$ cat config.mk
export PLATFORM = sky130hd
export DESIGN_NAME = ws2812_strip_frame_encoder
export DESIGN_NICKNAME = d
export VERILOG_FILES = /design/src/rtl/wsfe_pkg.sv /design/src/rtl/wsfe_ram.sv /design/src/rtl/ws2812_strip_frame_encoder.sv
export SDC_FILE = /design/constraint.sdc
export NUM_CORES = 2
export LEC_CHECK = 0
export BUFFER_PORTS_ARGS = -buffer_cell sky130_fd_sc_hd__buf_2
export CAP_MARGIN = 20
export CORE_UTILIZATION = 30
export CTS_BUF_LIST = sky130_fd_sc_hd__clkbuf_8
export CTS_CLUSTER_SIZE = 24
export DETAILED_ROUTE_END_ITERATION = 7
export PLACE_DENSITY = 0.4
export SYNTH_ARGS = -nofsm -noshare
export SYNTH_HDL_FRONTEND = slang
export SYNTH_SLANG_ARGS = --single-unit
$ cat constraint.sdc
create_clock -name clock -period 9.89 [get_ports clock]
set_input_delay 1.978 -clock clock [delete_from_list [all_inputs] [get_ports clock]]
set_output_delay 1.978 -clock clock [all_outputs]
set_load 0.01 [all_outputs]
$ cat src/rtl/wsfe_pkg.sv
`timescale 1ns / 1ps

package wsfe_pkg;

   localparam int LED_COUNT        = 64;
   localparam int LEAD_RESET_SLOTS = 48;
   localparam int BITS_PER_LED     = 24;
   localparam int TRAIL_SLOTS      = 24;

   localparam int COLOUR_W = BITS_PER_LED;
   localparam int DUTY_W   = 16;
   localparam int INDEX_W  = 6;
   localparam int KIND_W   = 2;
   localparam int CSR_IDX_W = 1;

   // Address width of the colour store.
   localparam int LED_W = (LED_COUNT > 1) ? $clog2(LED_COUNT) : 1;

   // Slot counter covers the longest of the lead, data and trail runs.
   localparam int SLOT_MAX_A = (LEAD_RESET_SLOTS > TRAIL_SLOTS) ? LEAD_RESET_SLOTS : TRAIL_SLOTS;
   localparam int SLOT_MAX   = (SLOT_MAX_A > BITS_PER_LED) ? SLOT_MAX_A : BITS_PER_LED;
   localparam int SLOT_W     = $clog2(SLOT_MAX);

   // The shared step unit must hold either counter plus one, and every limit.
   localparam int STEP_W = ((SLOT_W > LED_W) ? SLOT_W : LED_W) + 1;

   // Bit position of the first bit sent for an LED (green MSB).
   localparam logic [4:0] MSB_POS = 5'(BITS_PER_LED - 1);

   // Request tdata layout, lowest bits first.
   localparam int REQ_TDATA_W = 32;
   localparam int RSP_TDATA_W = 24;
   localparam int RSP_BUSY_BIT = DUTY_W;

   typedef enum logic [KIND_W-1:0] {
      KIND_SET_ONE = 2'd0,
      KIND_SET_ALL = 2'd1,
      KIND_START   = 2'd2,
      KIND_TICK    = 2'd3
   } kind_type;

   localparam logic [CSR_IDX_W-1:0] CSR_ONE_DUTY  = 1'b0;
   localparam logic [CSR_IDX_W-1:0] CSR_ZERO_DUTY = 1'b1;

   localparam logic [DUTY_W-1:0] ONE_DUTY_RESET  = 16'd58;
   localparam logic [DUTY_W-1:0] ZERO_DUTY_RESET = 16'd29;

endpackage

$ cat src/rtl/wsfe_ram.sv
`timescale 1ns / 1ps

// Simple dual-port RAM: one write port, one read port with registered data.
module wsfe_ram #(
   parameter int WIDTH = 24,
   parameter int DEPTH = 64
) (
   input  logic                                          clock,
   input  logic                                          wr_en,
   input  logic [((DEPTH > 1) ? $clog2(DEPTH) : 1)-1:0] wr_addr,
   input  logic [WIDTH-1:0]                              wr_data,
   input  logic                                          rd_en,
   input  logic [((DEPTH > 1) ? $clog2(DEPTH) : 1)-1:0] rd_addr,
   output logic [WIDTH-1:0]                              rd_data
);

   logic [WIDTH-1:0] mem_ff [DEPTH];
   logic [WIDTH-1:0] rd_data_ff;

   always_ff @(posedge clock) begin
      if (wr_en) begin
         mem_ff[wr_addr] <= wr_data;
      end
      if (rd_en) begin
         rd_data_ff <= mem_ff[rd_addr];
      end
   end

   assign rd_data = rd_data_ff;

endmodule

$ cat src/rtl/ws2812_strip_frame_encoder.sv
`timescale 1ns / 1ps

// Channel   Dir  Handshake              Payload
// req_      in   req_tvalid/req_tready  tdata: led_index, red, green, blue; tuser: kind
// rsp_      out  rsp_tvalid/rsp_tready  tdata: duty, busy_res; tuser: slot_is_data;
//                                       tlast: frame_end
// csr_      in   csr_we                 csr_index selects one_duty or zero_duty
//
// Set one, set all and start transactions complete in the cycle they are accepted.
// A tick passes through the store read (ST_READ) and result forming (ST_FORM) before its result
// is valid; req_tready stays low until the result is taken and the state machine is back in
// ST_IDLE. On the last bit of an LED a tick also passes through ST_LED, where the shared step
// unit steps the LED counter. A stall on rsp_ holds the result and keeps req_tready low.
// The store reads as all zero after reset through per-entry valid bits, with no clearing pass.

module ws2812_strip_frame_encoder (
   input  logic                                  clock,
   input  logic                                  reset,
   // led_index[5:0], red[13:6], green[21:14], blue[29:22], zero fill above.
   input  logic [wsfe_pkg::REQ_TDATA_W-1:0]      req_tdata,
   // kind[1:0].
   input  logic [wsfe_pkg::KIND_W-1:0]           req_tuser,
   input  logic                                  req_tvalid,
   output logic                                  req_tready,
   // duty[15:0], busy_res[16], zero fill above.
   output logic [wsfe_pkg::RSP_TDATA_W-1:0]      rsp_tdata,
   // slot_is_data[0].
   output logic [0:0]                            rsp_tuser,
   output logic                                  rsp_tlast,
   output logic                                  rsp_tvalid,
   input  logic                                  rsp_tready,
   input  logic                                  csr_we,
   input  logic [wsfe_pkg::CSR_IDX_W-1:0]        csr_index,
   input  logic [wsfe_pkg::DUTY_W-1:0]           csr_wdata
);

   localparam int LED_W  = wsfe_pkg::LED_W;
   localparam int SLOT_W = wsfe_pkg::SLOT_W;
   localparam int STEP_W = wsfe_pkg::STEP_W;
   localparam int LEDS   = wsfe_pkg::LED_COUNT;

   // ST_READ issues the store read and computes the slot step, ST_FORM builds the result
   // and updates the slot counter, ST_LED steps the LED counter and ST_OUT waits for the sink.
   typedef enum logic [2:0] {
      ST_IDLE,
      ST_READ,
      ST_FORM,
      ST_LED,
      ST_OUT
   } state_type;

   typedef enum logic [1:0] {
      PH_IDLE,
      PH_LEAD,
      PH_DATA,
      PH_TRAIL
   } phase_type;

   state_type                        state_ff, state_in;
   phase_type                        phase_ff, phase_in;
   logic [SLOT_W-1:0]                slot_ff, slot_in;
   logic [LED_W-1:0]                 led_ff, led_in;
   logic [LEDS-1:0]                  valid_ff, valid_in;
   logic [wsfe_pkg::COLOUR_W-1:0]    fill_ff, fill_in;
   logic [wsfe_pkg::DUTY_W-1:0]      one_duty_ff, one_duty_in;
   logic [wsfe_pkg::DUTY_W-1:0]      zero_duty_ff, zero_duty_in;
   logic                             vsel_ff, vsel_in;
   logic [STEP_W-1:0]                step_sum_ff, step_sum_in;
   logic                             step_hit_ff, step_hit_in;
   logic                             rsp_valid_ff, rsp_valid_in;
   logic [wsfe_pkg::DUTY_W-1:0]      rsp_duty_ff, rsp_duty_in;
   logic                             rsp_data_ff, rsp_data_in;
   logic                             rsp_last_ff, rsp_last_in;
   logic                             rsp_busy_ff, rsp_busy_in;

   // Request fields.
   wsfe_pkg::kind_type               req_kind;
   logic [wsfe_pkg::INDEX_W-1:0]     req_led_index;
   logic [7:0]                       req_red;
   logic [7:0]                       req_green;
   logic [7:0]                       req_blue;
   logic [wsfe_pkg::COLOUR_W-1:0]    req_colour;
   logic                             req_accept;
   logic                             rsp_accept;

   // Store ports.
   logic                             ram_wr_en;
   logic                             ram_rd_en;
   logic [wsfe_pkg::COLOUR_W-1:0]    ram_rd_data;
   logic [wsfe_pkg::COLOUR_W-1:0]    word;
   logic [4:0]                       bit_pos;

   // Shared step unit: one incrementer and one equality compare.
   logic [STEP_W-1:0]                unit_op;
   logic [STEP_W-1:0]                unit_limit;
   logic [STEP_W-1:0]                unit_sum;
   logic                             unit_hit;

   assign req_kind      = wsfe_pkg::kind_type'(req_tuser);
   assign req_led_index = req_tdata[5:0];
   assign req_red       = req_tdata[13:6];
   assign req_green     = req_tdata[21:14];
   assign req_blue      = req_tdata[29:22];
   // Store word layout: green in the top byte, then red, then blue.
   assign req_colour    = {req_green, req_red, req_blue};

   assign req_tready = (state_ff == ST_IDLE);
   assign req_accept = req_tvalid && req_tready;
   assign rsp_accept = rsp_valid_ff && rsp_tready;

   assign ram_wr_en = req_accept && (req_kind == wsfe_pkg::KIND_SET_ONE) &&
                      (32'(req_led_index) < LEDS);
   assign ram_rd_en = (state_ff == ST_READ);

   wsfe_ram #(
      .WIDTH (wsfe_pkg::COLOUR_W),
      .DEPTH (LEDS)
   ) u_colour_store (
      .clock   (clock),
      .wr_en   (ram_wr_en),
      .wr_addr (LED_W'(req_led_index)),
      .wr_data (req_colour),
      .rd_en   (ram_rd_en),
      .rd_addr (led_ff),
      .rd_data (ram_rd_data)
   );

   // An entry that has not been written since reset or the last set all reads
   // as the fill colour.
   assign word    = vsel_ff ? ram_rd_data : fill_ff;
   assign bit_pos = wsfe_pkg::MSB_POS - slot_ff[4:0];

   always_comb begin
      if (state_ff == ST_LED) begin
         unit_op    = STEP_W'(led_ff);
         unit_limit = STEP_W'(LEDS);
      end else begin
         unit_op = STEP_W'(slot_ff);
         if (phase_ff == PH_LEAD) begin
            unit_limit = STEP_W'(wsfe_pkg::LEAD_RESET_SLOTS);
         end else if (phase_ff == PH_TRAIL) begin
            unit_limit = STEP_W'(wsfe_pkg::TRAIL_SLOTS);
         end else begin
            unit_limit = STEP_W'(wsfe_pkg::BITS_PER_LED);
         end
      end
      unit_sum = unit_op + STEP_W'(1);
      unit_hit = (unit_sum == unit_limit);
   end

   always_comb begin
      state_in     = state_ff;
      phase_in     = phase_ff;
      slot_in      = slot_ff;
      led_in       = led_ff;
      valid_in     = valid_ff;
      fill_in      = fill_ff;
      one_duty_in  = one_duty_ff;
      zero_duty_in = zero_duty_ff;
      vsel_in      = vsel_ff;
      step_sum_in  = step_sum_ff;
      step_hit_in  = step_hit_ff;
      rsp_valid_in = rsp_valid_ff;
      rsp_duty_in  = rsp_duty_ff;
      rsp_data_in  = rsp_data_ff;
      rsp_last_in  = rsp_last_ff;
      rsp_busy_in  = rsp_busy_ff;

      // Configuration writes are taken in any state.
      if (csr_we) begin
         unique case (csr_index)
            wsfe_pkg::CSR_ONE_DUTY:  one_duty_in  = csr_wdata;
            wsfe_pkg::CSR_ZERO_DUTY: zero_duty_in = csr_wdata;
         endcase
      end

      if (rsp_accept) begin
         rsp_valid_in = 1'b0;
      end

      unique case (state_ff)
         ST_IDLE: begin
            if (req_accept) begin
               unique case (req_kind)
                  wsfe_pkg::KIND_SET_ONE: begin
                     if (32'(req_led_index) < LEDS) begin
                        valid_in[LED_W'(req_led_index)] = 1'b1;
                     end
                  end
                  wsfe_pkg::KIND_SET_ALL: begin
                     // Every entry now reads as this colour until written again.
                     fill_in  = req_colour;
                     valid_in = '0;
                  end
                  wsfe_pkg::KIND_START: begin
                     phase_in = PH_LEAD;
                     slot_in  = '0;
                     led_in   = '0;
                  end
                  wsfe_pkg::KIND_TICK: begin
                     state_in = ST_READ;
                  end
               endcase
            end
         end
         ST_READ: begin
            vsel_in     = valid_ff[led_ff];
            step_sum_in = unit_sum;
            step_hit_in = unit_hit;
            state_in    = ST_FORM;
         end
         ST_FORM: begin
            rsp_valid_in = 1'b1;
            rsp_duty_in  = '0;
            rsp_data_in  = 1'b0;
            rsp_last_in  = 1'b0;
            rsp_busy_in  = (phase_ff != PH_IDLE);
            state_in     = ST_OUT;
            unique case (phase_ff)
               PH_IDLE: begin
               end
               PH_LEAD: begin
                  if (step_hit_ff) begin
                     phase_in = PH_DATA;
                     slot_in  = '0;
                     led_in   = '0;
                  end else begin
                     slot_in = step_sum_ff[SLOT_W-1:0];
                  end
               end
               PH_DATA: begin
                  rsp_duty_in = word[bit_pos] ? one_duty_ff : zero_duty_ff;
                  rsp_data_in = 1'b1;
                  if (step_hit_ff) begin
                     // Last bit of this LED: move on to the next one.
                     slot_in  = '0;
                     state_in = ST_LED;
                  end else begin
                     slot_in = step_sum_ff[SLOT_W-1:0];
                  end
               end
               PH_TRAIL: begin
                  if (step_hit_ff) begin
                     rsp_last_in = 1'b1;
                     phase_in    = PH_IDLE;
                     slot_in     = '0;
                  end else begin
                     slot_in = step_sum_ff[SLOT_W-1:0];
                  end
               end
            endcase
         end
         ST_LED: begin
            if (unit_hit) begin
               led_in   = '0;
               phase_in = PH_TRAIL;
            end else begin
               led_in = unit_sum[LED_W-1:0];
            end
            state_in = ST_OUT;
         end
         ST_OUT: begin
            if (!rsp_valid_ff || rsp_accept) begin
               state_in = ST_IDLE;
            end
         end
         default: begin
            state_in = ST_IDLE;
         end
      endcase
   end

   always_ff @(posedge clock) begin
      if (reset) begin
         state_ff     <= ST_IDLE;
         phase_ff     <= PH_IDLE;
         slot_ff      <= '0;
         led_ff       <= '0;
         valid_ff     <= '0;
         fill_ff      <= '0;
         one_duty_ff  <= wsfe_pkg::ONE_DUTY_RESET;
         zero_duty_ff <= wsfe_pkg::ZERO_DUTY_RESET;
         rsp_valid_ff <= 1'b0;
      end else begin
         state_ff     <= state_in;
         phase_ff     <= phase_in;
         slot_ff      <= slot_in;
         led_ff       <= led_in;
         valid_ff     <= valid_in;
         fill_ff      <= fill_in;
         one_duty_ff  <= one_duty_in;
         zero_duty_ff <= zero_duty_in;
         rsp_valid_ff <= rsp_valid_in;
      end
      vsel_ff     <= vsel_in;
      step_sum_ff <= step_sum_in;
      step_hit_ff <= step_hit_in;
      rsp_duty_ff <= rsp_duty_in;
      rsp_data_ff <= rsp_data_in;
      rsp_last_ff <= rsp_last_in;
      rsp_busy_ff <= rsp_busy_in;
   end

   assign rsp_tvalid = rsp_valid_ff;
   assign rsp_tdata  = {(wsfe_pkg::RSP_TDATA_W - wsfe_pkg::DUTY_W - 1)'(0),
                        rsp_busy_ff, rsp_duty_ff};
   assign rsp_tuser  = rsp_data_ff;
   assign rsp_tlast  = rsp_last_ff;

endmodule

==> reports/results.tsv <==
stage	metric	value	unit
run_status	status	completed	
min_path	worst hold path class	flip-flop to flip-flop	
global_routing	GRT Residual Overflow	0	
critical_path	critical-path cell list	buf_2 > nand3b_1 > nor2_1 > nand4_1 > nor2_4	
logic_synthesis	predominant post-synthesis flop cell	edfxtp_1	
clock_network	post_cts resized	0	
critical_path	WP data arrival	5.25	ns
global_routing	met1 usage	22.4	%
place	GP Congestion	0.784	
timing	PnR worst setup slack	5.24	ns
timing	Final Cycle Share	47.0	%
logic_synthesis	yosys warns	0	
clock_network	Root Buffer	clkbuf_8	
drt	ANT nets after route	0	
clock_network	Worst-path clk slew	0.05	ns
layout	fin area	0.0766	mm2
logic_synthesis	cells after synthesis	3146	
critical_path	Worst R2R End	u_colour_store.mem_ff[58][11]	
critical_path	worst reg2reg path startpoint	state_ff[2]	
logic_synthesis	ys async rst share	0	%
global_routing	GR met2 Demand/Resource	27.2	%
critical_path	r2r setup slk	5.61	ns
drt	Residual DRC	0	
pwr	Lkg Pwr	0.0233	uW
critical_path	Critical Path Max Stage Delay	1.15	ns
clock_network	CTS sink cnt	1725	
clock_network	hold buffer count at cts	0	
clock_network	CTS H-Tree Depth	5	
layout	area grow syn2layout	15.4	%
flow_run	MaxCap Viol Count	0	
logic_synthesis	Synth area leaders	edfxtp_1 72%, mux4_2 16%, dfxtp_1 4.2%	
logic_synthesis	Adder-Cell Fraction of Synth Area	0.0189	%
timing	fmax	0.215	GHz
critical_path	CP endpoint kind	flip-flop	
layout	final non-filler cell total	6649	
place	pre-CTS setup slack	4.32	ns
floorplanning	Die W	472	um
drt	TritonRoute pass-1 iters	6	
logic_synthesis	Mapped Area	0.0664	mm2
logic_synthesis	mux share of post-synthesis cell area	17.3	%
floorplanning	DIE AREA	0.223	mm2
place	dpl hpwl	101	mm
floorplanning	# IOs	84	
drt	vias	32600	
clock_network	TritonCTS clock tree	done	
drt	1st-iter DRT viols	2686	
pwr	Pwr Density	186	mW/mm2
critical_path	critical-path cell with the highest stage delay	nor2_4	
logic_synthesis	number of synthesized flops with an enable pin	1587	
clock_network	CTS buffer count	311	
logic_synthesis	Synth top area share	71.8	%
floorplanning	core area	0.220	mm2
logic_synthesis	largest family of logic cells by synthesized area	multiplexers	
timing	Hold WS	0.452	ns
critical_path	Worst Path Required	10.49	ns
drt	post-DR wirelength/cell	28.0	um
global_routing	Total GRT Usage	16.7	%
logic_synthesis	Yosys cell types	56	
logic_synthesis	Post-Synth Simple-Gate Area	2.56	%
drt	final wirelength	186	mm
critical_path	Crit Path Class	input pin to flip-flop	
timing	Final Setup Violations	0	
global_routing	vias in the first global route	35400	
global_routing	met3 Use GR	2.97	%
layout	fill cell count	20400	
clock_network	Clock Tree Buf Depth	4	
logic_synthesis	Seq cells post-synth	1725	
pwr	Peak VDD IR	0.000148	V
clock_network	clock latency on the worst-skew pair	1.05	ns
layout	NumNets Final	3520	
logic_synthesis	Avg Inst Size Synth	21.1	um2
min_path	Worst Hold End	fill_ff[18]	
global_routing	first-pass GRT wire length	262	mm
global_routing	initial antenna violation count	14	
critical_path	Worst R2R Path Depth	5	
timing	RSZ-0062 raised after global routing	no	
place	placed instance count	6105	
drt	DR vias/cell	4.91	
timing	final setup TNS	0	ns
min_path	beginning of the worst hold path	fill_ff[18]	
min_path	Min-Delay Path Depth	2	
logic_synthesis	sequential area share after synthesis	76.0	%
critical_path	worst-path fanout max	25	
critical_path	Worst setup SP type	input pin	
timing	Final Critical Period	4.65	ns
global_routing	largest net degree at the start of global routing	119	
logic_synthesis	XOR/XNOR Fraction of Synth Area	0.106	%
logic_synthesis	leading area contributor after synthesis	edfxtp_1	
logic_synthesis	post-synthesis compound-gate area fraction	2.47	%
place	placed inst area	0.0711	mm2
timing	Slew Viols, Final	0	
timing	Worst Tran Pin Value	1.13	ns
clock_network	setup bufs post-CTS	0	
global_routing	Most Crowded Layer GR	met2	
timing	final hold violation count	0	
timing	Max-slew headroom	24.4	%
floorplanning	Std-Cell Rows	172	
place	Port Buffers	74	
timing	worst setup skew after layout	0.0700	ns
floorplanning	DIE HEIGHT	472	um
layout	share of layout cells above drive strength 1	30.5	%
floorplanning	starting density of the core	30.2	%
[cell families after synthesis]
| kind of cell | Yosys count |
|---|---|
| fa+ha+maj | 1 |
| xor+xnor | 8 |
| simple gates | 392 |
| compound gates | 244 |
| flops | 1725 |
| buf+inv | 223 |
| mux | 552 |
| other cells | 1 |
[layout by cell type (no fill, tap or decap), types with 8 or more instances in the layout]
cell | synthesis | final
edfxtp_1 | 1587 | 1587
mux4_2 | 476 | 476
clkbuf_8 | 0 | 327
nand2_1 | 182 | 182
dfxtp_1 | 138 | 133
inv_1 | 13 | 107
a21oi_1 | 101 | 101
buf_4 | 15 | 96
clkinv_1 | 17 | 80
mux2i_1 | 74 | 74
buf_2 | 43 | 74
nor2_1 | 112 | 55
nor2_4 | 0 | 45
o21a_1 | 42 | 42
clkinv_2 | 0 | 41
a22oi_1 | 34 | 34
nand3_1 | 30 | 30
a221o_1 | 18 | 18
a22o_1 | 17 | 17
nor2_2 | 0 | 12
buf_16 | 0 | 9
buf_12 | 0 | 9
diode_2 | 0 | 8
[final cells by class]
type                    instances  area (um2)  area share, %
inverters                      31         116          0.152
multi-input cells            1204       15400           20.1
flip-flops and latches       1725       50400           65.9
clock buffers                 327        4500           5.88
clock inverters               206         902           1.18
repair buffers                190        1540           2.01
well taps                    2958        3700           4.83
diodes                          8        20.0         0.0261
[state kept, by name (all words and copies together), names as in the netlist, 16 cells and up]
name and cells:
one_duty_ff 16, zero_duty_ff 16, fill_ff 24, valid_ff 64, u_colour_store.mem_ff 1536, u_colour_store.rd_data 24
rsp_duty_ff 16
[critical path, delay by kind of cell]
kind	cells	cell delay, ns
buffers and inverters	1	0.12
AND/OR/NAND/NOR	4	3.10
[report_power, final]
group          internal, uW  switching, uW
Clock                  3090           2890
Sequential             7980           9.93
Combinational          42.2            202
Total                 11100           3100
[how the worst max path moves through the flow]
stage                     cells past startpoint                            end    startpoint
after floorplan                               4   u_colour_store.mem_ff[30][0]  req_tdata[1]
after global placement                        5   u_colour_store.mem_ff[59][5]  req_tuser[1]
after detailed placement                      5   u_colour_store.mem_ff[56][4]  req_tuser[1]
after CTS                                     5  u_colour_store.mem_ff[56][20]  req_tuser[1]
after global routing                          5  u_colour_store.mem_ff[58][11]  req_tuser[1]
final                                         5  u_colour_store.mem_ff[58][11]  req_tuser[1]
[layer usage]
| metal | part of all wire, % | vias to the layer above |
|---|---|---|
| met1 | 44 | 17700 |
| met5 | 0 | - |
| met4 | 2.9 | 0 |
| li1 | - | 13700 |
| met3 | 4.9 | 327 |
| met2 | 48 | 955 |
[cell usage after synthesis, drive strengths merged, types with 2 or more instances]
| library cell | number |
|---|---|
| edfxtp | 1587 |
| mux4 | 476 |
| nand2 | 183 |
| dfxtp | 138 |
| nor2 | 112 |
| a21oi | 101 |
| clkbuf | 97 |
| buf | 95 |
| mux2i | 74 |
| o21a | 42 |
| a22oi | 34 |
| nand3 | 31 |
| a221o | 18 |
| a22o | 17 |
| clkinv | 17 |
| inv | 14 |
| nor3 | 14 |
| nor2b | 8 |
| o21ai | 8 |
| nand2b | 7 |
| or3 | 7 |
| a211oi | 6 |
| a31oi | 6 |
| o2111ai | 6 |
| nand3b | 5 |
| xnor2 | 5 |
| and3 | 4 |
| and3b | 4 |
| nand4 | 4 |
| and2 | 3 |
| nor4 | 3 |
| xor2 | 3 |
| a311oi | 2 |
| mux2 | 2 |
| nor3b | 2 |
| or4 | 2 |
[stage by stage]
step           total power, uW  utilization, %
2_1_floorplan             8210               -
3_3_place_gp              8370            32.2
3_5_place_dp              8390            32.3
4_1_cts                  14400            34.8
5_1_grt                  14700            34.8
6_report                 14200            34.9
(Power assumes the default switching activity.)
